<file path="src/rtl/mm3_pkg.sv">
// ----------------------------------------------------------------------------
// mm3_pkg: shared types and constants for the MurmurHash3 stream hasher
// Request codes, mode codes, mixing constants and the queued command format.
// ----------------------------------------------------------------------------
package mm3_pkg;

  localparam logic REQ_BYTE   = 1'b0;
  localparam logic REQ_FINISH = 1'b1;

  localparam logic MODE_X86_32  = 1'b0;
  localparam logic MODE_X64_128 = 1'b1;

  localparam int unsigned QueueDepth = 2;

  localparam logic [63:0] C1_32  = 64'h0000_0000_cc9e_2d51;
  localparam logic [63:0] C2_32  = 64'h0000_0000_1b87_3593;
  localparam logic [63:0] C1_64  = 64'h87c3_7b91_1142_53d5;
  localparam logic [63:0] C2_64  = 64'h4cf5_ad43_2745_937f;
  localparam logic [63:0] FM32_A = 64'h0000_0000_85eb_ca6b;
  localparam logic [63:0] FM32_B = 64'h0000_0000_c2b2_ae35;
  localparam logic [63:0] FM64_A = 64'hff51_afd7_ed55_8ccd;
  localparam logic [63:0] FM64_B = 64'hc4ce_b9fe_1a85_ec53;
  localparam logic [31:0] ADD_32 = 32'he654_6b64;
  localparam logic [63:0] ADD_H1 = 64'h0000_0000_52dc_e729;
  localparam logic [63:0] ADD_H2 = 64'h0000_0000_3849_5ab5;

  // One unit of work for the mixing engine: a full block or a finish.
  typedef struct packed {
    logic          fin;
    logic          mode;
    logic [3:0]    tail;
    logic [63:0]   len;
    logic [127:0]  blk;
  } cmd_t;

  localparam int unsigned CmdWidth = $bits(cmd_t);

  function automatic logic [31:0] rotl32(input logic [31:0] x, input int unsigned r);
    rotl32 = (x << r) | (x >> (32 - r));
  endfunction

  function automatic logic [63:0] rotl64(input logic [63:0] x, input int unsigned r);
    rotl64 = (x << r) | (x >> (64 - r));
  endfunction

endpackage

</file>
<file path="src/rtl/mm3_queue.sv">
// ----------------------------------------------------------------------------
// mm3_queue: small command FIFO
// Decouples the byte gatherer from the mixing engine.
// ----------------------------------------------------------------------------
module mm3_queue #(
  parameter int unsigned Width = mm3_pkg::CmdWidth,
  parameter int unsigned Depth = mm3_pkg::QueueDepth
) (
  input  logic             clk_i,
  input  logic             rst_ni,
  input  logic             push_i,
  input  logic [Width-1:0] data_i,
  output logic             full_o,
  input  logic             pop_i,
  output logic [Width-1:0] data_o,
  output logic             empty_o
);
  localparam int unsigned AW = (Depth > 1) ? $clog2(Depth) : 1;
  localparam int unsigned CW = $clog2(Depth + 1);
  localparam logic [AW-1:0] LastIdx = AW'(Depth - 1);
  localparam logic [CW-1:0] FullCnt = CW'(Depth);

  logic [Width-1:0] mem_q [Depth];
  logic [AW-1:0]    wr_q, rd_q;
  logic [CW-1:0]    cnt_q;

  assign full_o  = (cnt_q == FullCnt);
  assign empty_o = (cnt_q == '0);
  assign data_o  = mem_q[rd_q];

  always_ff @(posedge clk_i) begin
    if (push_i) begin
      mem_q[wr_q] <= data_i;
    end
  end

  always_ff @(posedge clk_i or negedge rst_ni) begin
    if (!rst_ni) begin
      wr_q  <= '0;
      rd_q  <= '0;
      cnt_q <= '0;
    end else begin
      if (push_i) begin
        wr_q <= (wr_q == LastIdx) ? '0 : wr_q + AW'(1);
      end
      if (pop_i) begin
        rd_q <= (rd_q == LastIdx) ? '0 : rd_q + AW'(1);
      end
      if (push_i && !pop_i) begin
        cnt_q <= cnt_q + CW'(1);
      end else if (pop_i && !push_i) begin
        cnt_q <= cnt_q - CW'(1);
      end
    end
  end

endmodule

</file>
<file path="config.mk">
export PLATFORM = sky130hd
export DESIGN_NAME = mm3_queue
export DESIGN_NICKNAME = d
export VERILOG_FILES = /design/src/rtl/mm3_pkg.sv /design/src/rtl/mm3_queue.sv
export SDC_FILE = /design/constraint.sdc
export NUM_CORES = 1
export LEC_CHECK = 0
export ABC_CLOCK_PERIOD_IN_PS = 9400
export BUFFER_PORTS_ARGS = -buffer_cell sky130_fd_sc_hd__buf_2
export CAP_MARGIN = 10
export CELL_PAD_IN_SITES_DETAIL_PLACEMENT = 1
export CELL_PAD_IN_SITES_GLOBAL_PLACEMENT = 1
export CORE_UTILIZATION = 40
export CTS_BUF_LIST = sky130_fd_sc_hd__clkbuf_4 sky130_fd_sc_hd__clkbuf_8
export CTS_CLUSTER_SIZE = 25
export DETAILED_ROUTE_END_ITERATION = 10
export MAX_ROUTING_LAYER = met4
export PLACE_DENSITY_LB_ADDON = 0.1
export SLEW_MARGIN = 20
export SYNTH_ARGS = -nofsm -noshare
export SYNTH_HDL_FRONTEND = slang
export SYNTH_SLANG_ARGS = --single-unit
</file>
<file path="constraint.sdc">
create_clock -name clk_i -period 9.4 [get_ports clk_i]
set_clock_uncertainty 0.2 [all_clocks]
set_input_delay 0.47 -clock clk_i [delete_from_list [all_inputs] [get_ports clk_i]]
set_output_delay 0.47 -clock clk_i [all_outputs]
set_load 0.03 [all_outputs]
</file>
# Yosys cells after proc, flatten, opt, wreduce, memory -nomap -nowiden
# Memories as Yosys holds them, arrays and structs flattened.
# Cells that the tools add are included.
# op_classes
n_mux	6
shifts	0
multipliers	0
reduce_logical	6
div	0
addsub	4
order_cmp	0
bitwise	0
n_eq_ne	1
# op_table
operator	count
$mux 1	4
$mux 2	2
$add 1x1->1 const B	2
$add 2x1->2 const B	1
$eq 2x2->1 const B	1
$logic_and 1x1->1	2
$logic_not 1->1	2
$logic_not 2->1	1
$reduce_bool 2->1	1
$sub 2x1->2 const B	1
# word_totals
ff_bits	4
mem_bits_ro	0
ramBits	396
input_bits	202
latch_bits	0
memories	1
# memory_table
memory	words	word_bits	read_ports	rd_ports_with_merged_regs	write_ports	line	text
mem_q	2	198	1	0	1	mm3_queue.sv:23	logic [Width-1:0] mem_q [Depth];

# Logic depth before layout (Yosys ltp)
# depth
word_depth	4
ltp_mapped	5
depth_no_buf	5

# Worst setup path before layout
# No wires, ideal clock.
# synth_timing
path_kind	register to register
from	register wr_q
to	memory mem_q[0][0] (netlist bit), enable pin
t_arrival_ns	9.133
path_stages_with_launch	2
setup_slack_ns	-0.716
required_time_ns	8.417
setup_ns	0.783
path_cell_list	dfrtp_1 -> nor2b_1
# synth_lines
item	line	text
start: declaration	mm3_queue.sv:24	logic [AW-1:0] wr_q, rd_q;
start signal: assignment	mm3_queue.sv:44	wr_q <= (wr_q == LastIdx) ? '0 : wr_q + AW'(1);
end: declaration	mm3_queue.sv:23	
# No word-level cell before the write port.

# Final worst setup path
# layout_timing
from	register rd_q
to	output data_o[113]
# layout_between
elab_chain_cells	1
# layout_rtl
item	line	text
start: declaration	mm3_queue.sv:24	
start signal: assignment	mm3_queue.sv:47	rd_q <= (rd_q == LastIdx) ? '0 : rd_q + AW'(1);
$mem_v2 2x198	-	
end: declaration	mm3_queue.sv:15	output logic [Width-1:0] data_o,
# No other way between the ends.

==> impl_metrics.csv <==
group,metric,value,unit
sta,fmax,238,MHz
cts,cts.reportedPaths.clkPinSlew,0.05,ns
die,core-area,0.0366,sq mm
die,dieArea,0.0380,sq mm
final_layout,drive_gt1_frac,0.530,
outcome,status,"finished clean",
grt,grtUsageMet1,0.220,
sta,fin_crit,4.21,ns
synth,ys_seq_elements,400,
synth,syn_area,0.0149,sq mm
cts,cts-buffers-inserted,69,
power_and_ir_drop,power,6.26,mW
cts,cts_buffer_depth,3,
die,fp.dieH,195,um
detailed_routing,drt_wl_total,35.1,mm
setup_path,arrival,3.54,ns
cts,cts-root-buf,"clkbuf_8",
die,die_x,195,um
sta,hold_viol_final,0,
setup_path,crit_path_start_kind,"flop",
sta,drv_slew,0,
detailed_routing,post_drt_via_cell_ratio,4.58,
synth,synthMuxAreaShare,0.175,
synth,syn-num-nets,835,
setup_path,path_class,"flop to output port",
grt,grt_pass1_vias,9320,
detailed_routing,dr.pass1.iters,4,
detailed_routing,detail_route.wl_per_cell,19.3,um
grt,grt_busiest_layer,"met2",
die,num_rows,70,
sta,post-route-period-util,0.448,
final_layout,nets,1494,
worst_hold_path,hold_class,"primary input to async pin",
synth,synth.top_cell.area_share,0.799,
sta,slew-limit-headroom,0.280,
synth,synth_top_family_by_area,"multiplexers",
power_and_ir_drop,ir_drop,0.000181,V
synth,synthTopCellsByArea,"edfxtp_1 (80%), mux2_4 (10%), mux2_2 (7.4%)",
place,dp_hpwl,22.0,mm
cts,htreeDepth,3,
power_and_ir_drop,power_leakage,8.15,nW
synth,synth_compound_area_frac,0,
synth,synthAdderAreaFrac,0.000841,
grt,grt_usage,0.190,
cts,insertion_delay,0.59,ns
sta,rsz0062_at_grt,"false",
final_layout,final_util,0.565,
setup_path,critPathCaptureType,"output port",
synth,yosysWarnings,0,
sta,hold_ws,0.0496,ns
synth,syn-mean-instance-area,23.5,sq um
grt,overflow,0,
detailed_routing,drt_iter0_drc,328,
synth,yosys.area_share.xor_xnor,0.00294,
place,port_buffers,401,
die,start_util,0.406,
synth,synth_seq_area_share,0.806,
detailed_routing,drtAntennaViolNets,0,
sta,tns,0,ns
place,dp_cells,1487,
grt,use_met3,0.0703,
grt,grt_start_max_net_pins,76,
final_layout,syn_to_final_growth,38.9,%
job,cap_viol_max_count,0,
cts,cts_tree,"done",
grt,globalRouteMet2Util,0.304,
setup_path,critPathLaunch,"rd_q",
grt,antenna_found_initial,8,
synth,synthSimpleGateAreaFrac,0.00177,
sta,setup_viol,0,
final_layout,multi_input_area,0.00270,sq mm
detailed_routing,vias,8334,
synth,synth.largest_area_cell,"edfxtp_1",
cts,cts_sinks,400,
die,ios,402,
synth,postSynthCellCount,632,
detailed_routing,drc,0,
setup_path,reg2reg_from,"wr_q",
final_layout,final_cell_count_no_fill,1821,
grt,grt_pass1_wl,53.0,mm
power_and_ir_drop,pwr_density_cell,303,mW/mm^2
place,gp_congestion,0.739,
final_layout,n_fill_cell,3470,
final_layout,seq_area,0.0120,sq mm
sta,worstMarginPinSlew,1.08,ns
setup_path,worstPathMaxFanout,57,
setup_path,crit_required,8.73,ns
synth,synth_cell_types,13,
layout make-up:
| cell class | instances | area share |
|---|---|---|
| Sequential cell | 400 | 0.580 |
| Timing Repair Buffer | 610 | 0.197 |
| Multi-Input combinational cell | 209 | 0.131 |
| Clock buffer | 92 | 0.0552 |
| Tap cell | 468 | 0.0283 |
| Clock inverter | 31 | 0.00678 |
| Antenna cell | 10 | 0.00121 |
| Inverter | 1 | 0.000182 |
repair_timing:
action	CTS	global route
hold endpoints to repair	402	0
hold buffers	201	0
buffers inserted	0	0
gates resized for setup	0	0
path summary, 6_finish.rpt:
| path | end | slack [ns] | cells past startpoint |
|---|---|---|---|
| max | data_o[113] | 5.19 | 4 |
| min reg2reg | cnt_q[1] | 0.30 | 1 |
| max in group asynchronous | rd_q | 8.81 | 2 |
| max reg2reg | mem_q[0][149] | 6.36 | 3 |
| min in group clk_i | cnt_q[1] | 0.30 | 1 |
| min | wr_q | 0.05 | 2 |
where the power goes:
group | total [mW] | internal [mW] | switching (mW) | leakage [nW]
clock network | 1.47 | 0.789 | 0.682 | 0.671
logic | 2.30 | 0.856 | 1.44 | 3.72
registers | 2.49 | 2.37 | 0.117 | 3.76
total | 6.26 | 4.02 | 2.24 | 8.15
through the flow:
| step | cell area (sq um) | setup WS (ns) |
|---|---|---|
| after detailed placement | 17300 | 5.78 |
| final | 20700 | 5.19 |
| after global routing | 20700 | 5.01 |
| after CTS | 20600 | 5.10 |
| after floorplan | 14900 | 3.13 |
| after global placement | 17300 | 5.82 |
cells in the mapped netlist:
library cell / n
and2_1: 1
xor2_1: 4
mux2_2: 98
ha_1: 1
nor2b_1: 2
buf_2: 8
dfrtp_1: 4
xnor2_1: 1
buf_6: 14
mux2_4: 100
edfxtp_1: 396
nor2_1: 2
inv_1: 1
placed cells by master, fill, tap and decap left out, drive strengths merged:
| cell | instances |
|---|---|
| nor2 | 2 |
| edfxtp | 396 |
| and2 | 1 |
| dfrtp | 4 |
| clkbuf | 92 |
| nor2b | 2 |
| buf | 409 |
| dlygate4sd3 | 201 |
| xor2 | 4 |
| inv | 2 |
| ha | 1 |
| diode | 10 |
| mux2 | 198 |
| clkinvlp | 3 |
| clkinv | 27 |
| xnor2 | 1 |
state kept, by name (all words and copies together) (netlist names):
name / cells
mem_q: 396
rd_q: 1
wr_q: 1
cnt_q: 2
critical path, stage by stage (launching register included):
cell and delay, ns:
dfrtp_4 0.74, buf_4 0.66, buf_4 0.87, mux2_4 0.36
buf_2 0.18
cells by family (layout without fill, tap and decap cells):
group,after synthesis,after routing
and+or+nand+nor,5,5
adders and majority gates,1,1
other,0,10
buffers and inverters,23,734
muxes,198,198
xor gates and xnor gates,5,5
DFF,400,400
layer usage:
layer	routed length, um	share of wire
met1	14300	0.41
met2	17100	0.49
met3	3080	0.088
met4	688	0.020
met5	0	0
No activity file was read; power rests on OpenSTA's default activity.
