==> src/rtl/mm3_pkg.sv <==
// ----------------------------------------------------------------------------
// mm3_pkg: shared types and constants for the MurmurHash3 stream hasher
// Request codes, mode codes, mixing constants and the queued command format.
// ----------------------------------------------------------------------------
package mm3_pkg;

  localparam logic REQ_BYTE   = 1'b0;
  localparam logic REQ_FINISH = 1'b1;

  localparam logic MODE_X86_32  = 1'b0;
  localparam logic MODE_X64_128 = 1'b1;

  localparam int unsigned QueueDepth = 2;

  localparam logic [63:0] C1_32  = 64'h0000_0000_cc9e_2d51;
  localparam logic [63:0] C2_32  = 64'h0000_0000_1b87_3593;
  localparam logic [63:0] C1_64  = 64'h87c3_7b91_1142_53d5;
  localparam logic [63:0] C2_64  = 64'h4cf5_ad43_2745_937f;
  localparam logic [63:0] FM32_A = 64'h0000_0000_85eb_ca6b;
  localparam logic [63:0] FM32_B = 64'h0000_0000_c2b2_ae35;
  localparam logic [63:0] FM64_A = 64'hff51_afd7_ed55_8ccd;
  localparam logic [63:0] FM64_B = 64'hc4ce_b9fe_1a85_ec53;
  localparam logic [31:0] ADD_32 = 32'he654_6b64;
  localparam logic [63:0] ADD_H1 = 64'h0000_0000_52dc_e729;
  localparam logic [63:0] ADD_H2 = 64'h0000_0000_3849_5ab5;

  // One unit of work for the mixing engine: a full block or a finish.
  typedef struct packed {
    logic          fin;
    logic          mode;
    logic [3:0]    tail;
    logic [63:0]   len;
    logic [127:0]  blk;
  } cmd_t;

  localparam int unsigned CmdWidth = $bits(cmd_t);

  function automatic logic [31:0] rotl32(input logic [31:0] x, input int unsigned r);
    rotl32 = (x << r) | (x >> (32 - r));
  endfunction

  function automatic logic [63:0] rotl64(input logic [63:0] x, input int unsigned r);
    rotl64 = (x << r) | (x >> (64 - r));
  endfunction

endpackage

==> src/rtl/mm3_if.sv <==
// ----------------------------------------------------------------------------
// mm3 channel interfaces
// Valid/ready channels for requests, hash results and the mode register.
// ----------------------------------------------------------------------------
interface mm3_in_if;
  logic       valid;
  logic       ready;
  logic       req_type;
  logic [7:0] data_byte;
  modport source (output valid, output req_type, output data_byte, input ready);
  modport sink   (input valid, input req_type, input data_byte, output ready);
endinterface


==> src/rtl/mm3_front.sv <==
// ----------------------------------------------------------------------------
// mm3_front: request intake and block gathering
// Buffers message bytes, counts length, and queues full blocks and finishes.
// ----------------------------------------------------------------------------
module mm3_front (
  input  logic             clk_i,
  input  logic             rst_ni,
  input  logic             mode_i,
  mm3_in_if.sink           in_chan,
  input  logic             q_full_i,
  output logic             push_o,
  output mm3_pkg::cmd_t    cmd_o
);
  logic [15:0][7:0] store_q, blk_d;
  logic [4:0]       held_q, held_inc, bsize;
  logic [63:0]      len_q;
  logic             acc, is_fin, blk_full;

  assign in_chan.ready = !q_full_i;
  assign acc      = in_chan.valid && in_chan.ready;
  assign is_fin   = (in_chan.req_type == mm3_pkg::REQ_FINISH);
  assign bsize    = (mode_i == mm3_pkg::MODE_X64_128) ? 5'd16 : 5'd4;
  assign held_inc = held_q + 5'd1;
  assign blk_full = (held_inc >= bsize);

  always_comb begin
    blk_d = store_q;
    blk_d[held_q[3:0]] = in_chan.data_byte;
  end

  assign push_o     = acc && (is_fin || blk_full);
  assign cmd_o.fin  = is_fin;
  assign cmd_o.mode = mode_i;
  assign cmd_o.tail = (mode_i == mm3_pkg::MODE_X64_128) ? held_q[3:0] : {2'b00, held_q[1:0]};
  assign cmd_o.len  = len_q;
  assign cmd_o.blk  = is_fin ? store_q : blk_d;

  always_ff @(posedge clk_i) begin
    if (acc && !is_fin) begin
      store_q <= blk_d;
    end
  end

  always_ff @(posedge clk_i or negedge rst_ni) begin
    if (!rst_ni) begin
      held_q <= '0;
      len_q  <= '0;
    end else if (acc) begin
      if (is_fin) begin
        held_q <= '0;
        len_q  <= '0;
      end else begin
        held_q <= blk_full ? 5'd0 : held_inc;
        len_q  <= len_q + 64'd1;
      end
    end
  end

endmodule

==> src/flat_wrapper.sv <==
// flat-port wrapper written by rule: the top's interface ports become plain ports
module mm3_front_flat 
  (clk_i, rst_ni, mode_i, q_full_i, push_o, cmd_o, in_chan_valid, in_chan_req_type, in_chan_data_byte, in_chan_ready);
  mm3_in_if in_chan_i ();
  input  logic clk_i;
  input  logic rst_ni;
  input  logic mode_i;
  input  logic q_full_i;
  output logic push_o;
  output mm3_pkg::cmd_t cmd_o;
  input wire logic [$bits(in_chan_i.valid)-1:0] in_chan_valid;
  input wire logic [$bits(in_chan_i.req_type)-1:0] in_chan_req_type;
  input wire logic [$bits(in_chan_i.data_byte)-1:0] in_chan_data_byte;
  output wire logic [$bits(in_chan_i.ready)-1:0] in_chan_ready;
  assign in_chan_i.valid = in_chan_valid;
  assign in_chan_i.req_type = in_chan_req_type;
  assign in_chan_i.data_byte = in_chan_data_byte;
  assign in_chan_ready = in_chan_i.ready;
  mm3_front u_core (.clk_i(clk_i), .rst_ni(rst_ni), .mode_i(mode_i), .in_chan(in_chan_i), .q_full_i(q_full_i), .push_o(push_o), .cmd_o(cmd_o));
endmodule
==> config.mk <==
export PLATFORM = sky130hd
export DESIGN_NAME = mm3_front_flat
export DESIGN_NICKNAME = d
export VERILOG_FILES = /design/src/rtl/mm3_pkg.sv /design/src/rtl/mm3_if.sv /design/src/rtl/mm3_front.sv /design/src/flat_wrapper.sv
export SDC_FILE = /design/constraint.sdc
export NUM_CORES = 1
export LEC_CHECK = 0
export ABC_AREA = 1
export BUFFER_PORTS_ARGS = -buffer_cell sky130_fd_sc_hd__buf_2
export CAP_MARGIN = 20
export CORE_ASPECT_RATIO = 0.75
export CORE_MARGIN = 2
export CORE_UTILIZATION = 55
export CTS_CLUSTER_SIZE = 12
export DETAILED_ROUTE_END_ITERATION = 10
export PLACE_DENSITY = 0.79
export SYNTH_ARGS = -nofsm -noshare
export SYNTH_HDL_FRONTEND = slang
export SYNTH_SLANG_ARGS = --single-unit
==> constraint.sdc <==
create_clock -name clk_i -period 2.6 [get_ports clk_i]
set_clock_uncertainty 0.1 [all_clocks]
set_input_delay 0.13 -clock clk_i [delete_from_list [all_inputs] [get_ports clk_i]]
set_output_delay 0.13 -clock clk_i [all_outputs]
set_load 0.02 [all_outputs]
# After elaboration in Yosys (flattened, before gate mapping)
# Index checks and enable logic that the tools add are counted.
dict set report totals {
  output_inout_bits 200
  wordCells 39
  inputBits 14
  reg_bits 197
}
dict set report classes {
  order_cmp 3
  n_addsub 2
  n_reduce_logical 7
  muxes 9
}
# cell n
set op_table {}
lappend op_table {{$bwmux 128} 1}
lappend op_table {{$mux 128} 1}
lappend op_table {{$add 64x1->64 const B} 1}
lappend op_table {{$mux 64} 1}
lappend op_table {{$demux 8 s4} 1}
lappend op_table {{$mux 5} 3}
lappend op_table {{$mux 8} 1}
lappend op_table {{$add 5x1->5 const B} 1}
lappend op_table {{$ge 5x5->1} 1}
lappend op_table {{$lt 4x5->1 const B} 1}
lappend op_table {{$ge 4x1->1 const B} 1}
lappend op_table {{$logic_and 1x1->1} 4}
lappend op_table {{$mux 4} 1}
lappend op_table {{$logic_not 1->1} 2}
lappend op_table {{$logic_or 1x1->1} 1}

# Longest topological paths before layout
# Gate-level depths: netlist (run 1).
dict set report depth {
  ltp_word 6
  mapped_depth 11
  depth_no_buf 11
}

# Worst setup path after synthesis (run 1)
# No wires, ideal clock.
dict set report synth_path {
  kind {input to register}
  from {in q_full_i}
  to {reg u_core.store_q[0] in the netlist's numbering (enable)}
  slack_ps -360
  t_required_ps 2067
  setup_ps 433
  n_path_buf 2
  t_arrival_ps 2427
  path_stages 5
  path_cell_list {inv_1 nand2_1 nor2_1 buf_2 buf_2}
}
dict set report synth_via {
  elab_chain_cells 3
}
# element line
set synth_rtl {}
lappend synth_rtl {{start: declaration} flat_wrapper.sv:8} ;# input logic q_full_i;
lappend synth_rtl {{$logic_not 1->1} mm3_front.sv:19} ;# assign in_chan.ready = !q_full_i;
lappend synth_rtl {{$logic_and 1x1->1} mm3_front.sv:20} ;# assign acc = in_chan.valid && in_chan.ready;
lappend synth_rtl {{$logic_and 1x1->1} mm3_front.sv:39} ;# if (acc && !is_fin) begin
lappend synth_rtl {{end signal: assignment} mm3_front.sv:40} ;# store_q <= blk_d;
lappend synth_rtl {{end: declaration} mm3_front.sv:14} ;# logic [15:0][7:0] store_q, blk_d;
# No other way between the ends.
# A chain may end at the register's enable or synchronous reset.

==> results by group, run 1 <==
Outcome
  – Status: finished clean

Detailed routing
  – Via density: 5.67
  – Post-route ant nets: 0
  – Drt total wl: 36,600 um
  – DR WL/cell: 17.4 um
  – Drt pass-1 iters: 6
  – DRT iter0 DRCs: 1,559
  – Detailed-route DRC error count: 0
  – Vias: 11,900

Global routing
  – Vias in the first global route: 10,400
  – GRT Total Usage: 31.7%
  – Initial antenna violation count: 0
  – Largest net degree at the start of global routing: 124
  – Congestion Overflow GR: 0
  – First-pass GRT wire length: 56,500 um

Power and ir drop
  – Sw Pwr: 2.24 mW
  – Power Dens Cells: 532 nW/um^2
  – Clock group share of total power: 37.7%
  – Peak supply drop: 0.365 mV
  – Final Power: 7.35 mW
  – Switching Share: 30.5%
  – Leakage dissipation: 6.47 nW
  – Flop pwr share: 47.5%
  – Combinational power share: 14.7%
  – Pint: 5.11 mW

Synth
  – Post-Syn Nets: 1,640
  – Avg Cell Area, Syn: 7.27 sq um
  – Synthesized flop and latch total: 197
  – Yosys top cell area share: 32.7%
  – Most frequent cell after synthesis: nand2_1
  – Area contributors post-synth: edfxtp_1 (33%), nand2_1 (23%), dfrtp_1 (15%), o21ai_0 (6.0%), nor2_1 (3.9%)
  – Top FF cell, synth: edfxtp_1
  – Post-synth cell types: 38
  – Cells after synthesis: 1,618
  – Post-synth EDFFs: 128
  – Yosys top cell by area: edfxtp_1
  – Synth Warn #: 0
  – Top cells by count, synth: nand2_1 (732), o21ai_0 (142), edfxtp_1 (128), nor2_1 (122), inv_1 (106)
  – Synth Cell Area: 11,800 sq um
  – Synth async-reset ratio: 35.0%
  – Seq/Total Area, Yosys: 47.4%

Clock network
  – Worst-path clk slew: 80 ps
  – H-tree levels: 4
  – Maximum buffer depth of the clock tree: 2
  – Root Buffer: clkbuf_16
  – CTS sink count: 197
  – Num CTS Buffers: 17
  – Clock Latency Late Sink: 440 ps
  – CTS tree: done

STA
  – FMAX: 397 MHz
  – Min Hold Slack: 57.8 ps
  – RSZ-0062 raised after global routing: yes
  – Slew headroom: 46.5%
  – Fin crit share: 96.8%
  – Crit path time final: 2520 ps
  – Tightest Pin Transition: 801 ps
  – Final setup viols: 0
  – Final hold vios: 0
  – Final Max Slew Viols: 0

Worst setup path
  – CP bufs+invs: 2
  – Worst Path Arrival: 2290 ps
  – CP Cell Sequence: inv_1 -> ha_2 -> nand3_2 -> o21ai_0 -> nand2_1 -> nand2_1 -> buf_2
  – Crit path from: u_core.held_q[0]$_DFFE_PN0P_
  – CP most frequent cell: nand2_1
  – Slowest cell delay on critical path: 460 ps
  – CP endpoint kind: primary output
  – Worst setup SP type: flip-flop
  – FF-to-FF Start: u_core.len_q[1]$_DFFE_PN0P_
  – Kind of cell adding the most delay to the critical path: flip-flops
  – Worst Path Class, Setup: reg2out
  – Slowest-stage cell, CP: dfrtp_1
  – Worst Path Required: 2370 ps
  – CP Max Fanout: 16

Die
  – Die area: 22,600 sq um
  – Die Ht: 131 um
  – Die Wd: 173 um
  – Io pins: 214
  – Core outline area: 21,100 sq um
  – Num rows: 46
  – Starting Density: 55.8%

Hold path
  – Hold path start: in_chan_valid
  – Hold crit path type: in2reg

Flow run
  – Max-cap violations: 0

Placement
  – Port buffer count: 213
  – Placed Cells: 2,063
  – Post-DP Area: 13,100 sq um
  – Detailed Place HPWL: 25,800 um
  – Placer Congestion: 1.00

Layout
  – Layout cells sized above 1: 18.6%
  – N_diodes: 0
  – Final Non-Filler Cells: 2,096
  – Fin area: 13,800 sq um
  – Final nets: 1,817
  – Synth-to-layout area growth: 17.5%
through the flow:
| step | setup TNS [ps] | worst slack, ps | utilization, % |
|---|---|---|---|
| CTS | -3700 | -126 | 65.0 |
| floorplan | 0 | 338 | - |
| finish | 0 | 83.1 | 65.6 |
| global route | -554 | -71.9 | 65.6 |
| detailed placement | 0 | 325 | 62.0 |
| global placement | 0 | 401 | 62.0 |
logic make-up after synthesis:
kind of cell	synth area share [%]
flops	47.4
fa+ha+maj	0.851
simple gates	36.3
compound gates	8.29
xor+xnor	1.04
buf+inv	6.20
per-layer routing:
layer | wire, um | track usage, % | share of wire (%)
met2 | 16100 | 47.4 | 44
met3 | 4200 | 7.35 | 11
met1 | 15700 | 46.6 | 43
met4 | 592 | 8.33 | 1.6
met5 | 0 | 0 | 0
power by group through the flow:
stage                     clock network [mW]  registers [mW]  logic, mW
after detailed placement                   0            3.56       1.03
after global routing                    2.91            3.50       1.18
after floorplan                            0            3.55      0.658
final                                   2.77            3.49       1.08
after global placement                     0            3.55       1.01
after CTS                               2.78            3.49       1.04
cell type report:
cell class	instances	area, sq um
inverter	112	427
clock buffer	17	425
fill	1845	7240
multi-input combinational	1240	5620
clock inverter	15	180
sequential	197	5580
timing repair buffer	227	1240
tap	288	360
worst register-to-register path: cells and delay by family (launching register included):
family,cells,cell delay [ps]
flops,1,430
buf+inv,1,120
fa+ha+maj,1,240
simple gates,6,1160
what timing repair did:
action,in CTS,in global routing
endpoints found under the hold margin,69,0
hold buffers,1,0
gates resized for setup,8,58
setup endpoints to repair,90,124
pin swaps,0,0
buffers inserted,0,0
final timing paths:
check	cells after the start	slack, ps	end
max	7	80	cmd_o[116]
min	4	60	u_core.len_q[7]$_DFFE_PN0P_
max reg2reg	8	440	u_core.len_q[54]$_DFFE_PN0P_
min reg2reg	2	410	u_core.held_q[4]$_DFFE_PN0P_
max in group asynchronous	3	1900	u_core.held_q[3]$_DFFE_PN0P_
min in group asynchronous	3	150	u_core.len_q[48]$_DFFE_PN0P_
state kept, by name, summed over array words and instances (netlist names):
| name | count |
|---|---|
| u_core.store_q | 128 |
| u_core.held_q | 5 |
| u_core.len_q | 64 |
cells in the final DEF, fill, tap and decap left out, types with 4 or more instances in the layout:
| cell | netlist | routed |
|---|---|---|
| buf_2 | 22 | 212 |
| ha_1 | 8 | 4 |
| nand3_2 | 6 | 8 |
| buf_4 | 6 | 9 |
| inv_1 | 106 | 104 |
| ha_2 | 0 | 4 |
| nor2_1 | 122 | 120 |
| nand3_4 | 1 | 10 |
| o21ai_0 | 142 | 110 |
| a21oi_1 | 17 | 17 |
| nand3_1 | 85 | 74 |
| dfrtp_1 | 69 | 67 |
| nand2_1 | 732 | 728 |
| nor2_2 | 15 | 16 |
| edfxtp_1 | 128 | 128 |
| nor2_4 | 9 | 10 |
| buf_12 | 0 | 5 |
| inv_2 | 5 | 6 |
| xor2_1 | 9 | 9 |
| nand2_2 | 10 | 14 |
| inv_6 | 0 | 4 |
| xnor2_1 | 5 | 5 |
| clkbuf_16 | 0 | 17 |
| nor3_1 | 18 | 18 |
| o21ai_1 | 17 | 49 |
| nand4_1 | 25 | 25 |
Power figures use the tool's default switching activity.
==> run 2: changes to the inputs <==
Settings changed: CTS_BUF_LIST set to sky130_fd_sc_hd__clkbuf_8.
==> results by group, run 2 (same netlist as run 1, synthesis figures left out) <==
Layout
  – # fillers: 1,871 (was 1,845)
  – Seq. cell area: 5580 sq um (about the same)
  – Commonest non-fill, non-tap cell in the layout: nand2_1 (unchanged)
  – Max reg flops: 128 (unchanged)
  – Synth-to-layout area growth: 16.4% (was 17.5%)
  – Largest regs: u_core.store_q x128, u_core.len_q x64, u_core.held_q x5 (unchanged)
  – Most frequent cells in the layout: nand2_1 (728), buf_2 (212), edfxtp_1 (128) (unchanged)
  – N_diodes: 0 (unchanged)
  – Register with the highest flop count: u_core.store_q (unchanged)
  – Utilization after layout: 65.0% (was 65.6%)
  – Final Non-Filler Cells: 2,098 (was 2,096)
  – Final nets: 1,819 (was 1,817)
  – Multi-input gate area: 5660 sq um (was 5620 sq um)
  – Layout cells sized above 1: 18.8% (was 18.6%)

Power and ir drop
  – Peak supply drop: 0.290 mV (was 0.365 mV)
  – Power Dens Cells: 490 nW/um^2 (was 532 nW/um^2)
  – Leakage dissipation: 6.39 nW (was 6.47 nW)

Clock network
  – Clock Latency Late Sink: 480 ps (was 440 ps)
  – Maximum buffer depth of the clock tree: 2 (unchanged)
  – Num CTS Buffers: 17 (unchanged)
  – Worst-path clk slew: 110 ps (was 80 ps)
  – H-tree levels: 4 (unchanged)
  – Root Buffer: clkbuf_8 (was clkbuf_16)
  – CTS sink count: 197 (unchanged)
  – CTS tree: done (unchanged)

Die
  – Die Ht: 131 um (unchanged)
  – Core outline area: 21,100 sq um (unchanged)
  – Die area: 22,600 sq um (unchanged)
  – Starting Density: 55.8% (unchanged)
  – Num rows: 46 (unchanged)
  – Io pins: 214 (unchanged)
  – Die Wd: 173 um (unchanged)

Hold path
  – Hold crit path type: in2reg (unchanged)

Worst setup path
  – CP Max Fanout: 16 (unchanged)
  – CP endpoint kind: primary output (unchanged)
  – Worst Path Class, Setup: reg2out (unchanged)
  – Worst Path Required: 2370 ps (about the same)
  – Worst Path Arrival: 2270 ps (was 2290 ps)
  – Worst setup SP type: flip-flop (unchanged)

Detailed routing
  – Drt total wl: 36,600 um (about the same)
  – Vias: 11,800 (was 11,900)
  – Detailed-route DRC error count: 0 (unchanged)
  – DR WL/cell: 17.5 um (was 17.4 um)
  – Drt pass-1 iters: 5 (was 6)
  – Post-route ant nets: 0 (unchanged)
  – DRT iter0 DRCs: 1,568 (was 1,559)
  – Via density: 5.63 (was 5.67)

Placement
  – Pre-CTS setup slack: 325 ps (unchanged)
  – Placer Congestion: 1.00 (unchanged)
  – Port buffer count: 213 (unchanged)
  – Placed Cells: 2,063 (unchanged)
  – Detailed Place HPWL: 25,800 um (unchanged)

Global routing
  – First-pass GRT wire length: 56,200 um (was 56,500 um)
  – Congestion Overflow GR: 0 (unchanged)
  – GRT Total Usage: 31.6% (was 31.7%)
  – Initial antenna violation count: 0 (unchanged)
  – Vias in the first global route: 10,400 (about the same)
  – Largest net degree at the start of global routing: 124 (unchanged)

STA
  – Fin crit share: 96.2% (was 96.8%)
  – Final Max Slew Viols: 0 (unchanged)
  – Slew headroom: 44.2% (was 46.5%)
  – RSZ-0062 raised after global routing: yes (unchanged)
  – Final hold vios: 0 (unchanged)
  – Crit path time final: 2500 ps (was 2520 ps)
  – Setup WS post-layout: 97.8 ps (was 83.1 ps)
  – Final setup viols: 0 (unchanged)
  – Setup_tns: 0 ps (unchanged)
  – Tightest Pin Transition: 836 ps (was 801 ps)
  – FMAX: 400 MHz (was 397 MHz)

Outcome
  – Status: finished clean (unchanged)

Flow run
  – Max-cap violations: 0 (unchanged)
run 2: layout make-up:
type	instances	area share [%]
multi-input cells	1240	41.3
flip-flops and latches	197	40.7
repair buffers	229	9.17
inverters	112	3.12
well taps	288	2.63
clock buffers	17	1.71
clock inverters	15	1.32
run 2: layer usage:
| metal | up-vias | global-route usage [%] | part of all wire, % |
|---|---|---|---|
| met2 | 668 | 46.9 | 44 |
| li1 | 5599 | - | - |
| met4 | 0 | 8.23 | 1.7 |
| met3 | 58 | 7.41 | 11 |
| met5 | - | 0 | 0 |
| met1 | 5494 | 46.6 | 43 |
run 2: what timing repair did:
| action | in CTS | in global routing |
|---|---|---|
| setup buffers | 0 | 1 |
| endpoints found under the setup margin | 111 | 127 |
| hold buffers | 2 | 0 |
| endpoints found under the hold margin | 70 | 0 |
| resized for setup | 12 | 96 |
run 2: metrics by stage:
stage | hold slack [ps] | area (sq um) | total power [mW]
after floorplan | -266 | 11800 | 4.21
after global placement | 88.2 | 13100 | 4.57
after detailed placement | 90.3 | 13100 | 4.59
after CTS | 49.0 | 13500 | 6.67
after global routing | 88.9 | 13700 | 6.95
final | 79.3 | 13700 | 6.71
run 2: final timing paths:
kind / slack [ps] / startpoint / to / cells past startpoint
min in group asynchronous: 110 / rst_ni / u_core.len_q[48]$_DFFE_PN0P_ / 3
max in group asynchronous: 1930 / rst_ni / u_core.held_q[2]$_DFFE_PN0P_ / 3
worst max-delay path: 100 / u_core.held_q[1]$_DFFE_PN0P_ / cmd_o[73] / 7
worst min-delay path: 80 / q_full_i / u_core.len_q[42]$_DFFE_PN0P_ / 4
worst min register to register: 420 / u_core.held_q[4]$_DFFE_PN0P_ / u_core.held_q[4]$_DFFE_PN0P_ / 2
worst max register to register: 470 / u_core.len_q[1]$_DFFE_PN0P_ / u_core.len_q[54]$_DFFE_PN0P_ / 8
run 2: where the power goes:
| group | total, mW | switching [mW] | leakage (nW) | internal (mW) |
|---|---|---|---|---|
| combinational | 1.10 | 0.799 | 4.06 | 0.298 |
| sequential | 3.50 | 0.0604 | 2.13 | 3.44 |
| clock | 2.12 | 1.30 | 0.202 | 0.817 |
run 2: worst max-delay path: stages (launching register included):
cell	delay (ps)
dfrtp_2	470
inv_1	130
ha_2	330
nand3_4	220
o21ai_1	280
nand2_1	110
nand2_1	90
buf_2	160
