[src/rtl/mm3_pkg.sv]
// ----------------------------------------------------------------------------
// mm3_pkg: shared types and constants for the MurmurHash3 stream hasher
// Request codes, mode codes, mixing constants and the queued command format.
// ----------------------------------------------------------------------------
package mm3_pkg;

  localparam logic REQ_BYTE   = 1'b0;
  localparam logic REQ_FINISH = 1'b1;

  localparam logic MODE_X86_32  = 1'b0;
  localparam logic MODE_X64_128 = 1'b1;

  localparam int unsigned QueueDepth = 2;

  localparam logic [63:0] C1_32  = 64'h0000_0000_cc9e_2d51;
  localparam logic [63:0] C2_32  = 64'h0000_0000_1b87_3593;
  localparam logic [63:0] C1_64  = 64'h87c3_7b91_1142_53d5;
  localparam logic [63:0] C2_64  = 64'h4cf5_ad43_2745_937f;
  localparam logic [63:0] FM32_A = 64'h0000_0000_85eb_ca6b;
  localparam logic [63:0] FM32_B = 64'h0000_0000_c2b2_ae35;
  localparam logic [63:0] FM64_A = 64'hff51_afd7_ed55_8ccd;
  localparam logic [63:0] FM64_B = 64'hc4ce_b9fe_1a85_ec53;
  localparam logic [31:0] ADD_32 = 32'he654_6b64;
  localparam logic [63:0] ADD_H1 = 64'h0000_0000_52dc_e729;
  localparam logic [63:0] ADD_H2 = 64'h0000_0000_3849_5ab5;

  // One unit of work for the mixing engine: a full block or a finish.
  typedef struct packed {
    logic          fin;
    logic          mode;
    logic [3:0]    tail;
    logic [63:0]   len;
    logic [127:0]  blk;
  } cmd_t;

  localparam int unsigned CmdWidth = $bits(cmd_t);

  function automatic logic [31:0] rotl32(input logic [31:0] x, input int unsigned r);
    rotl32 = (x << r) | (x >> (32 - r));
  endfunction

  function automatic logic [63:0] rotl64(input logic [63:0] x, input int unsigned r);
    rotl64 = (x << r) | (x >> (64 - r));
  endfunction

endpackage

[src/rtl/mm3_if.sv]


interface mm3_out_if;
  logic        valid;
  logic        ready;
  logic [63:0] hash_high;
  logic [63:0] hash_low;
  modport source (output valid, output hash_high, output hash_low, input ready);
  modport sink   (input valid, input hash_high, input hash_low, output ready);
endinterface


[src/rtl/mm3_back.sv]
// ----------------------------------------------------------------------------
// mm3_back: mixing engine
// Sequencer around one 32x32 multiplier; 64-bit products are built from partial products.
// ----------------------------------------------------------------------------
module mm3_back (
  input  logic          clk_i,
  input  logic          rst_ni,
  input  logic          q_empty_i,
  input  mm3_pkg::cmd_t cmd_i,
  output logic          pop_o,
  mm3_out_if.source     out_chan
);
  localparam logic [3:0] S_IDLE = 4'd0;
  localparam logic [3:0] S_K1A  = 4'd1;
  localparam logic [3:0] S_K1B  = 4'd2;
  localparam logic [3:0] S_K2A  = 4'd3;
  localparam logic [3:0] S_K2B  = 4'd4;
  localparam logic [3:0] S_H1   = 4'd5;
  localparam logic [3:0] S_H2   = 4'd6;
  localparam logic [3:0] S_F1   = 4'd7;
  localparam logic [3:0] S_F2   = 4'd8;
  localparam logic [3:0] S_F3   = 4'd9;
  localparam logic [3:0] S_FM1  = 4'd10;
  localparam logic [3:0] S_FM2  = 4'd11;
  localparam logic [3:0] S_G1   = 4'd12;
  localparam logic [3:0] S_G2   = 4'd13;
  localparam logic [3:0] S_OUT  = 4'd14;

  logic [3:0]  st_q, st_d;
  logic [1:0]  ph_q;
  logic [63:0] h1_q, h1_d, h2_q, h2_d, k1_q, k1_d, k2_q, k2_d, t_q, t_d;
  logic [63:0] len_q, prod_q, prod_d, op_a, op_b, pp;
  logic [63:0] hh_q, hl_q, x64, y64, p64;
  logic [31:0] mx, my, p32, x32;
  logic        fin_q, mode_q, lane_q, lane_d, out_valid_q, out_load, is_mul, wb;
  logic [127:0] masked;

  // Bytes past the tail count are stale from an earlier block.
  always_comb begin
    for (int i = 0; i < 16; i++) begin
      masked[i*8 +: 8] = (!cmd_i.fin || (4'(i) < cmd_i.tail)) ? cmd_i.blk[i*8 +: 8] : 8'h00;
    end
  end

  always_comb begin
    unique case (st_q)
      S_K1A:   begin op_a = k1_q; op_b = mode_q ? mm3_pkg::C1_64 : mm3_pkg::C1_32; end
      S_K1B:   begin op_a = k1_q; op_b = mode_q ? mm3_pkg::C2_64 : mm3_pkg::C2_32; end
      S_K2A:   begin op_a = k2_q; op_b = mm3_pkg::C2_64; end
      S_K2B:   begin op_a = k2_q; op_b = mm3_pkg::C1_64; end
      S_FM1:   begin op_a = t_q;  op_b = mode_q ? mm3_pkg::FM64_A : mm3_pkg::FM32_A; end
      S_FM2:   begin op_a = t_q;  op_b = mode_q ? mm3_pkg::FM64_B : mm3_pkg::FM32_B; end
      default: begin op_a = '0;   op_b = '0; end
    endcase
  end

  assign is_mul = (st_q == S_K1A) || (st_q == S_K1B) || (st_q == S_K2A) ||
                  (st_q == S_K2B) || (st_q == S_FM1) || (st_q == S_FM2);
  assign wb     = is_mul && (ph_q == 2'd3);

  // Low 64 bits of a*b: lo*lo, then the two cross terms shifted up.
  assign mx = (ph_q == 2'd2) ? op_a[63:32] : op_a[31:0];
  assign my = (ph_q == 2'd1) ? op_b[63:32] : op_b[31:0];
  assign pp = {32'd0, mx} * {32'd0, my};
  assign prod_d = (ph_q == 2'd0) ? pp : prod_q + {pp[31:0], 32'd0};
  assign p64 = prod_q;
  assign p32 = prod_q[31:0];

  assign out_load = (st_q == S_OUT) && (!out_valid_q || out_chan.ready);
  assign pop_o    = (st_q == S_IDLE) && !q_empty_i;

  always_comb begin
    st_d   = st_q;
    h1_d   = h1_q;
    h2_d   = h2_q;
    k1_d   = k1_q;
    k2_d   = k2_q;
    t_d    = t_q;
    lane_d = lane_q;
    x64    = '0;
    y64    = '0;
    x32    = '0;
    unique case (st_q)
      S_IDLE: begin
        if (!q_empty_i) begin
          k1_d   = (cmd_i.mode == mm3_pkg::MODE_X64_128) ? masked[63:0] : {32'd0, masked[31:0]};
          k2_d   = masked[127:64];
          lane_d = 1'b0;
          st_d   = S_K1A;
        end
      end
      S_K1A: begin
        if (wb) begin
          k1_d = mode_q ? mm3_pkg::rotl64(p64, 31) : {32'd0, mm3_pkg::rotl32(p32, 15)};
          st_d = S_K1B;
        end
      end
      S_K1B: begin
        if (wb) begin
          k1_d = mode_q ? p64 : {32'd0, p32};
          st_d = mode_q ? S_K2A : (fin_q ? S_F1 : S_H1);
        end
      end
      S_K2A: begin
        if (wb) begin
          k2_d = mm3_pkg::rotl64(p64, 33);
          st_d = S_K2B;
        end
      end
      S_K2B: begin
        if (wb) begin
          k2_d = p64;
          st_d = fin_q ? S_F1 : S_H1;
        end
      end
      S_H1: begin
        if (mode_q == mm3_pkg::MODE_X64_128) begin
          x64  = mm3_pkg::rotl64(h1_q ^ k1_q, 27) + h2_q;
          h1_d = x64 + (x64 << 2) + mm3_pkg::ADD_H1;
          st_d = S_H2;
        end else begin
          x32  = mm3_pkg::rotl32(h1_q[31:0] ^ k1_q[31:0], 13);
          h1_d = {32'd0, x32 + (x32 << 2) + mm3_pkg::ADD_32};
          st_d = S_IDLE;
        end
      end
      S_H2: begin
        y64  = mm3_pkg::rotl64(h2_q ^ k2_q, 31) + h1_q;
        h2_d = y64 + (y64 << 2) + mm3_pkg::ADD_H2;
        st_d = S_IDLE;
      end
      S_F1: begin
        if (mode_q == mm3_pkg::MODE_X64_128) begin
          h1_d = h1_q ^ k1_q ^ len_q;
          h2_d = h2_q ^ k2_q ^ len_q;
          st_d = S_F2;
        end else begin
          x32  = h1_q[31:0] ^ k1_q[31:0] ^ len_q[31:0];
          t_d  = {32'd0, x32 ^ (x32 >> 16)};
          st_d = S_FM1;
        end
      end
      S_F2: begin
        h1_d = h1_q + h2_q;
        st_d = S_F3;
      end
      S_F3: begin
        h2_d = h2_q + h1_q;
        t_d  = h1_q ^ (h1_q >> 33);
        st_d = S_FM1;
      end
      S_FM1: begin
        if (wb) begin
          t_d  = mode_q ? (p64 ^ (p64 >> 33)) : {32'd0, p32 ^ (p32 >> 13)};
          st_d = S_FM2;
        end
      end
      S_FM2: begin
        if (wb) begin
          if (mode_q == mm3_pkg::MODE_X64_128) begin
            if (!lane_q) begin
              h1_d   = p64 ^ (p64 >> 33);
              t_d    = h2_q ^ (h2_q >> 33);
              lane_d = 1'b1;
              st_d   = S_FM1;
            end else begin
              h2_d = p64 ^ (p64 >> 33);
              st_d = S_G1;
            end
          end else begin
            h1_d = '0;
            h2_d = {32'd0, p32 ^ (p32 >> 16)};
            st_d = S_OUT;
          end
        end
      end
      S_G1: begin
        h1_d = h1_q + h2_q;
        st_d = S_G2;
      end
      S_G2: begin
        h2_d = h2_q + h1_q;
        st_d = S_OUT;
      end
      S_OUT: begin
        if (out_load) begin
          h1_d = '0;
          h2_d = '0;
          st_d = S_IDLE;
        end
      end
      default: st_d = S_IDLE;
    endcase
  end

  always_ff @(posedge clk_i) begin
    k1_q   <= k1_d;
    k2_q   <= k2_d;
    t_q    <= t_d;
    prod_q <= prod_d;
    if (pop_o) begin
      fin_q  <= cmd_i.fin;
      mode_q <= cmd_i.mode;
      len_q  <= cmd_i.len;
    end
    if (out_load) begin
      hh_q <= h1_q;
      hl_q <= h2_q;
    end
  end

  always_ff @(posedge clk_i or negedge rst_ni) begin
    if (!rst_ni) begin
      st_q        <= S_IDLE;
      ph_q        <= '0;
      h1_q        <= '0;
      h2_q        <= '0;
      lane_q      <= 1'b0;
      out_valid_q <= 1'b0;
    end else begin
      st_q   <= st_d;
      ph_q   <= is_mul ? ph_q + 2'd1 : 2'd0;
      h1_q   <= h1_d;
      h2_q   <= h2_d;
      lane_q <= lane_d;
      if (out_load) begin
        out_valid_q <= 1'b1;
      end else if (out_chan.ready) begin
        out_valid_q <= 1'b0;
      end
    end
  end

  assign out_chan.valid     = out_valid_q;
  assign out_chan.hash_high = hh_q;
  assign out_chan.hash_low  = hl_q;

  a_phase_idle: assert property (@(posedge clk_i) disable iff (!rst_ni)
    !is_mul |-> ph_q == 2'd0) else $error("multiplier phase left running");
  a_pop_idle: assert property (@(posedge clk_i) disable iff (!rst_ni)
    pop_o |=> st_q == S_K1A) else $error("command popped outside idle");
  a_lane32: assert property (@(posedge clk_i) disable iff (!rst_ni)
    (st_q == S_H1 && mode_q == mm3_pkg::MODE_X86_32) |=> h1_q[63:32] == 32'd0)
    else $error("32-bit lane has upper bits set");
  a_out_load: assert property (@(posedge clk_i) disable iff (!rst_ni)
    out_load |=> out_valid_q && st_q == S_IDLE) else $error("result not presented");

endmodule

[src/flat_wrapper.sv]
// flat-port wrapper written by rule: the top's interface ports become plain ports
module mm3_back_flat 
  (clk_i, rst_ni, q_empty_i, cmd_i, pop_o, out_chan_valid, out_chan_hash_high, out_chan_hash_low, out_chan_ready);
  mm3_out_if out_chan_i ();
  input  logic clk_i;
  input  logic rst_ni;
  input  logic q_empty_i;
  input  mm3_pkg::cmd_t cmd_i;
  output logic pop_o;
  output wire logic [$bits(out_chan_i.valid)-1:0] out_chan_valid;
  output wire logic [$bits(out_chan_i.hash_high)-1:0] out_chan_hash_high;
  output wire logic [$bits(out_chan_i.hash_low)-1:0] out_chan_hash_low;
  input wire logic [$bits(out_chan_i.ready)-1:0] out_chan_ready;
  assign out_chan_valid = out_chan_i.valid;
  assign out_chan_hash_high = out_chan_i.hash_high;
  assign out_chan_hash_low = out_chan_i.hash_low;
  assign out_chan_i.ready = out_chan_ready;
  mm3_back u_core (.clk_i(clk_i), .rst_ni(rst_ni), .q_empty_i(q_empty_i), .cmd_i(cmd_i), .pop_o(pop_o), .out_chan(out_chan_i));
endmodule
[config.mk]
export PLATFORM = sky130hd
export DESIGN_NAME = mm3_back_flat
export DESIGN_NICKNAME = d
export VERILOG_FILES = /design/src/rtl/mm3_pkg.sv /design/src/rtl/mm3_if.sv /design/src/rtl/mm3_back.sv /design/src/flat_wrapper.sv
export SDC_FILE = /design/constraint.sdc
export NUM_CORES = 2
export LEC_CHECK = 0
export BUFFER_PORTS_ARGS = -buffer_cell sky130_fd_sc_hd__buf_2
export CAP_MARGIN = 10
export CORE_MARGIN = 2
export CORE_UTILIZATION = 40
export DETAILED_ROUTE_END_ITERATION = 10
export HOLD_SLACK_MARGIN = 0.06
export PLACE_DENSITY = 0.53
export SLEW_MARGIN = 20
export SYNTH_ARGS = -nofsm -noshare
export SYNTH_HDL_FRONTEND = slang
export SYNTH_SLANG_ARGS = --single-unit
[constraint.sdc]
create_clock -name clk_i -period 10.9 [get_ports clk_i]
set_input_delay 2.18 -clock clk_i [delete_from_list [all_inputs] [get_ports clk_i]]
set_output_delay 2.18 -clock clk_i [all_outputs]
set_load 0.1 [all_outputs]
; ---- After elaboration in Yosys (flattened, before gate mapping)
; Cells that the tools add are included.
[classes]
addsub = 11
mul = 1
order_cmp = 16
n_eq_ne = 31
mux = 77
n_bitwise = 18
reduce_logical = 49
[ops]
columns = operator, n
row1 = 64-bit 2-to-1 mux, 29
row2 = 64-bit case mux with 5 select lines, 2
row3 = 64-bit case mux with 3 select lines, 3
row4 = 64-bit adder, 6
row5 = 64-bit case mux with 6 select lines, 1
row6 = 64-bit case mux with 4 select lines, 1
row7 = 64-bit bitwise XOR, 4
row8 = 64-bit by 31-bit bitwise XOR with 64-bit output, 3
row9 = 8-bit 2-to-1 mux, 16
row10 = 64-bit by 31-bit OR with 64-bit output, 2
row11 = 64-bit by 30-bit adder with 64-bit output (second input constant), 1
row12 = 64-bit by 31-bit adder with 64-bit output (second input constant), 1
row13 = 32-bit by 32-bit multiplier with 64-bit output, 1
row14 = 32-bit 2-to-1 mux, 2
row15 = 64-bit by 27-bit OR with 64-bit output, 1
row16 = 64-bit by 33-bit OR with 64-bit output, 1
row17 = 32-bit by 16-bit bitwise XOR with 32-bit output, 2
row18 = 32-bit bitwise XOR, 2
row19 = 63-bit 2-to-1 mux, 1
row20 = 4-bit case mux with 14 select lines, 1
row21 = 32-bit adder, 1
row22 = 32-bit adder (second input constant), 1
row23 = 4-bit less-than comparator (first input constant), 8
row24 = 4-bit 2-to-1 mux, 8
row25 = 34 further kinds, 105
[totals]
regBits = 586
inputBits = 202
out_inout_bits = 130
wordCells = 218

; ---- Longest topological paths before layout
[logic_depth]
ltp_word = 9
depth_mapped = 51
depth_no_buf = 47

; ---- Worst setup path before layout
; Ideal clock, no wire load.
[synth_path]
path_kind = register -> register
start = reg u_core.st_q[3]
end = reg u_core.prod_q[63], in the netlist u_core.p64[63]
setup_ns = 0.078
arrival_time_ns = 9.839
t_required_ns = 10.822
path_slack_ns = 0.983
stages_incl_launch_ff = 45
path_buffers = 6
period_less_slack_ns = 9.917
cell_sequence = dfrtp_1 -> buf_2 -> or2_2 -> clkbuf_1 -> o21ai_1 -> buf_2 -> buf_1 -> nand2_1 -> nand3_1 -> nand2_1 -> clkbuf_1 -> nor2_1 -> fa_1 -> fa_1 -> fa_1 -> inv_1 -> fa_1 -> inv_1 -> [9 not listed] -> a21o_1 -> a21oi_1 -> o31ai_1 -> a21oi_1 -> o21bai_1 -> a21oi_1 -> xnor2_1 -> ha_1 -> and3_1 -> nand2_1 -> a2111oi_0 -> o211ai_1 -> a21boi_0 -> o21ai_0 -> a21oi_1 -> xor2_1 -> o32ai_1 -> nor3_1
[synth_via]
elab_chain_len = 7
elab_cells_between_ends = 16
cone_classes = 1 x add/sub / 1 x mul / 6 x eq/ne / 5 x mux / 3 x reduce/logical
[synth_lines]
columns = element, line_no
row1 = start: declaration, mm3_back.sv:29  ; logic [3:0] st_q, st_d;
row2 = start signal: assignment, mm3_back.sv:221  ; st_q <= st_d;
row3 = "4-bit equality test, or another cell as far along", mm3_back.sv:46  ; unique case (st_q)
row4 = 2-bit OR reduction (no source line), -
row5 = 64-bit case mux with 3 select lines, mm3_back.sv:46
row6 = 32-bit 2-to-1 mux, mm3_back.sv:62  ; assign mx = (ph_q == 2'd2) ? op_a[63:32] : op_a[31:0];
row7 = 32-bit by 32-bit multiplier with 64-bit output *, mm3_back.sv:64  ; assign pp = {32'd0, mx} * {32'd0, my};
row8 = 64-bit adder, mm3_back.sv:65  ; assign prod_d = (ph_q == 2'd0) ? pp : prod_q + {pp[31:0], 32'd0};
row9 = 64-bit 2-to-1 mux *, mm3_back.sv:65
row10 = net u_core.prod_d[63], mm3_back.sv:32  ; logic [63:0] len_q, prod_q, prod_d, op_a, op_b, pp;
row11 = end signal: assignment, mm3_back.sv:200  ; prod_q <= prod_d;
row12 = end: declaration, mm3_back.sv:32
; Mark *: on every way through the listed nets, which the timed path passes. The rest lies on a longest branch.
; A chain may end at the register's enable or synchronous reset.

; ---- Worst setup path after layout
; Ends and elaborated chain as after synthesis.

==> flow_metrics.tcl <==
set metrics [dict create \
    outcome "finished with violations" \
    failed_checks "DRC" \
    antenna_found_initial 65 \
    cpMostUsedCell "fa_1" \
    grt_max_degree 76 \
    synthArstFlopShare_pct 23.2 \
    netlist_top_cells_area "fa_1 21%, edfxtp_1 14%, ha_1 11%" \
    ys_types 119 \
    yosysWarnings 0 \
    grt-ovfl-total 0 \
    port_buffers 331 \
    crit_fanout 40 \
    nets 12195 \
    drive_above_1_share_pct 10.8 \
    die_x_um 470 \
    clk_pin_slew_ns 0.07 \
    skew_ns 0.0486 \
    max_slew_margin_pct 6.74 \
    tightest_slew_ns 1.38 \
    cts_tree "yes" \
    vias_per_cell 6.33 \
    place_congestion 1.07 \
    critPathMaxStageDelay_ns 0.58 \
    die_height_um 470 \
    worstSetupPathType "reg2reg" \
    fmax_mhz 94.6 \
    period_share_pct 97.0 \
    core_mm2 0.215 \
    grt_pass1_wl_um 663000 \
    areaGrowthSynthToFinish_pct 11.2 \
    clk_latency_ns 0.76 \
    setup_viol 0 \
    multi_input_area_mm2 0.0637 \
    ctsHtreeMaxLevel 3 \
    first_pass_iters 11 \
    hold_class "reg2reg" \
    start_kind "flip-flop" \
    clkSinkCount 586 \
    synth_seq_area_share_pct 19.1 \
    ys_ff_latch 586 \
    dp_hpwl_um 409000 \
    ys_top_cells_by_count "1329 x nand2_1, 1310 x inv_1, 901 x fa_1" \
    rows 170 \
    start_util_pct 40.4 \
    syn_nets 11932 \
    yosysMostFrequentCell "nand2_1" \
    drt-initial-drc-count 13688 \
    cp_slowest_cell "fa_1" \
    fin_util_pct 44.9 \
    crit_arrival_ns 11.23 \
    crit_required_ns 11.56 \
    seqCellArea_mm2 0.0166 \
    dieArea_mm2 0.221 \
    netlist_area_mm2 0.0868 \
    finalCriticalPeriod_ns 10.57 \
    grt_usage_pct 43.5 \
    ant_nets 0 \
    route.detailed.drc 12 \
    fillCellCount 21213 \
    wl_per_cell_um 37.3 \
    yosys.area.top_type "fa_1" \
    clock-root-buffer "clkbuf_16" \
    ctsLongestPathBuffers 3 \
    syn_area_per_cell_um2 8.65 \
    worst_setup_path_end_kind "flip-flop" \
    vias 83680 \
    netlist_instances 10037 \
    numCtsBuffers 72 \
    ys.flop_type "edfxtp_1" \
    wl_um 493000 \
    cap_violations 0 \
    finalMaxSlewViolations 0 \
    synth-edff-count 418 \
    finalHoldViolations 0 \
    synth_top_area_share_pct 20.8 \
    io_pins 332 \
    grt_pass1_vias 78461 \
]
==> repair_timing <==
item,CTS,global route
resized for setup,0,45
hold buffers,0,0
endpoints found under the setup margin,0,10
buffers inserted,0,8
==> layout make-up <==
cell class	instances	area share, %
Multi-Input combinational cell	7563	66.0
Sequential cell	586	17.2
Timing Repair Buffer	766	5.30
Inverter	1311	5.10
Tap cell	2838	3.68
Clock buffer	83	1.96
Clock inverter	50	0.732
Antenna cell	16	0.0415
==> final timing paths <==
check,from,end,slack [ns],cells after the start
max,u_core.st_q[3]$_DFFE_PN0P_,u_core.p64[63]$_DFF_P_,0.33,33
min,u_core.h1_q[15]$_DFFE_PN0P_,u_core.h1_q[15]$_DFFE_PN0P_,0.50,2
max reg2reg,u_core.st_q[3]$_DFFE_PN0P_,u_core.p64[63]$_DFF_P_,0.33,33
min reg2reg,u_core.h1_q[15]$_DFFE_PN0P_,u_core.h1_q[15]$_DFFE_PN0P_,0.50,2
max in group asynchronous,rst_ni,u_core.st_q[3]$_DFFE_PN0P_,7.38,3
min in group asynchronous,rst_ni,u_core.h1_q[45]$_DFFE_PN0P_,1.49,1
==> critical path: cells and delay by family, from the launching register on <==
kind / cells / cell delay (ns)
xor gates and xnor gates: 2 / 0.39
adders and majority gates: 10 / 4.73
and+or+nand+nor: 9 / 2.36
AOI/OAI and AO/OA: 7 / 1.16
DFF: 1 / 0.44
buffers and inverters: 5 / 1.30
==> sequential cells by signal (all words and copies together), names as in the netlist, 2 cells and up <==
register and count:
u_core.h1_q 64, u_core.h2_q 64, u_core.k1_q 64, u_core.k2_q 64, u_core.len_q 64, u_core.out_chan.hash_high 64
u_core.out_chan.hash_low 64, u_core.p64 64, u_core.t_q 64, u_core.st_q 4, u_core.ph_q 2
==> metal layers <==
layer | GRT usage [%] | part of all wire, %
met1 | 61.0 | 42
met3 | 13.4 | 13
met5 | 0 | 0.033
met4 | 23.2 | 6.6
met2 | 59.2 | 39
==> through the flow <==
step | cells | hold WS [ns] | instance area [µm²] | TNS [ns] | setup slack, ns
floorplan | 10037 | 0.423 | 86800 | 0 | 0.983
global placement | 13056 | 0.467 | 93600 | 0 | 0.0528
detailed placement | 13056 | 0.479 | 93600 | 0 | 0.188
CTS | 13189 | 0.493 | 96200 | 0 | 0.0753
global route | 13199 | 0.522 | 96500 | -0.0145 | -0.0145
finish | 13213 | 0.498 | 96500 | 0 | 0.329
==> placed cells by master, fill, tap and decap left out, types with 70 or more instances in the layout <==
cell / synthesis / final
buf_2: 63 / 330
clkbuf_16: 0 / 72
edfxtp_1: 418 / 418
inv_1: 1310 / 1308
xnor2_1: 429 / 418
fa_1: 901 / 901
nand2_1: 1329 / 1324
a21oi_1: 626 / 620
nor2_1: 689 / 661
nor2b_1: 83 / 79
o21ai_0: 359 / 350
xor2_1: 387 / 368
a222oi_1: 154 / 154
ha_1: 792 / 788
nand4_1: 87 / 87
a221oi_1: 106 / 105
dfrtp_1: 136 / 132
buf_4: 1 / 416
o22ai_1: 84 / 82
o21bai_1: 78 / 78
o21a_1: 72 / 70
and2_1: 96 / 99
a21o_1: 272 / 272
nand3_1: 124 / 121
==> cells by family after synthesis <==
family / count (synthesis) / synth area share (%)
simple gates: 2704 / 13.5
compound gates: 2329 / 18.4
buf+inv: 1888 / 8.26
fa+ha+maj: 1695 / 32.2
xor+xnor: 817 / 8.26
flops: 586 / 19.1
mux: 18 / 0.212
Power is left out: the tool's default activity adds up to more than one toggle a clock period on the data nets, which glitch-free logic cannot reach.
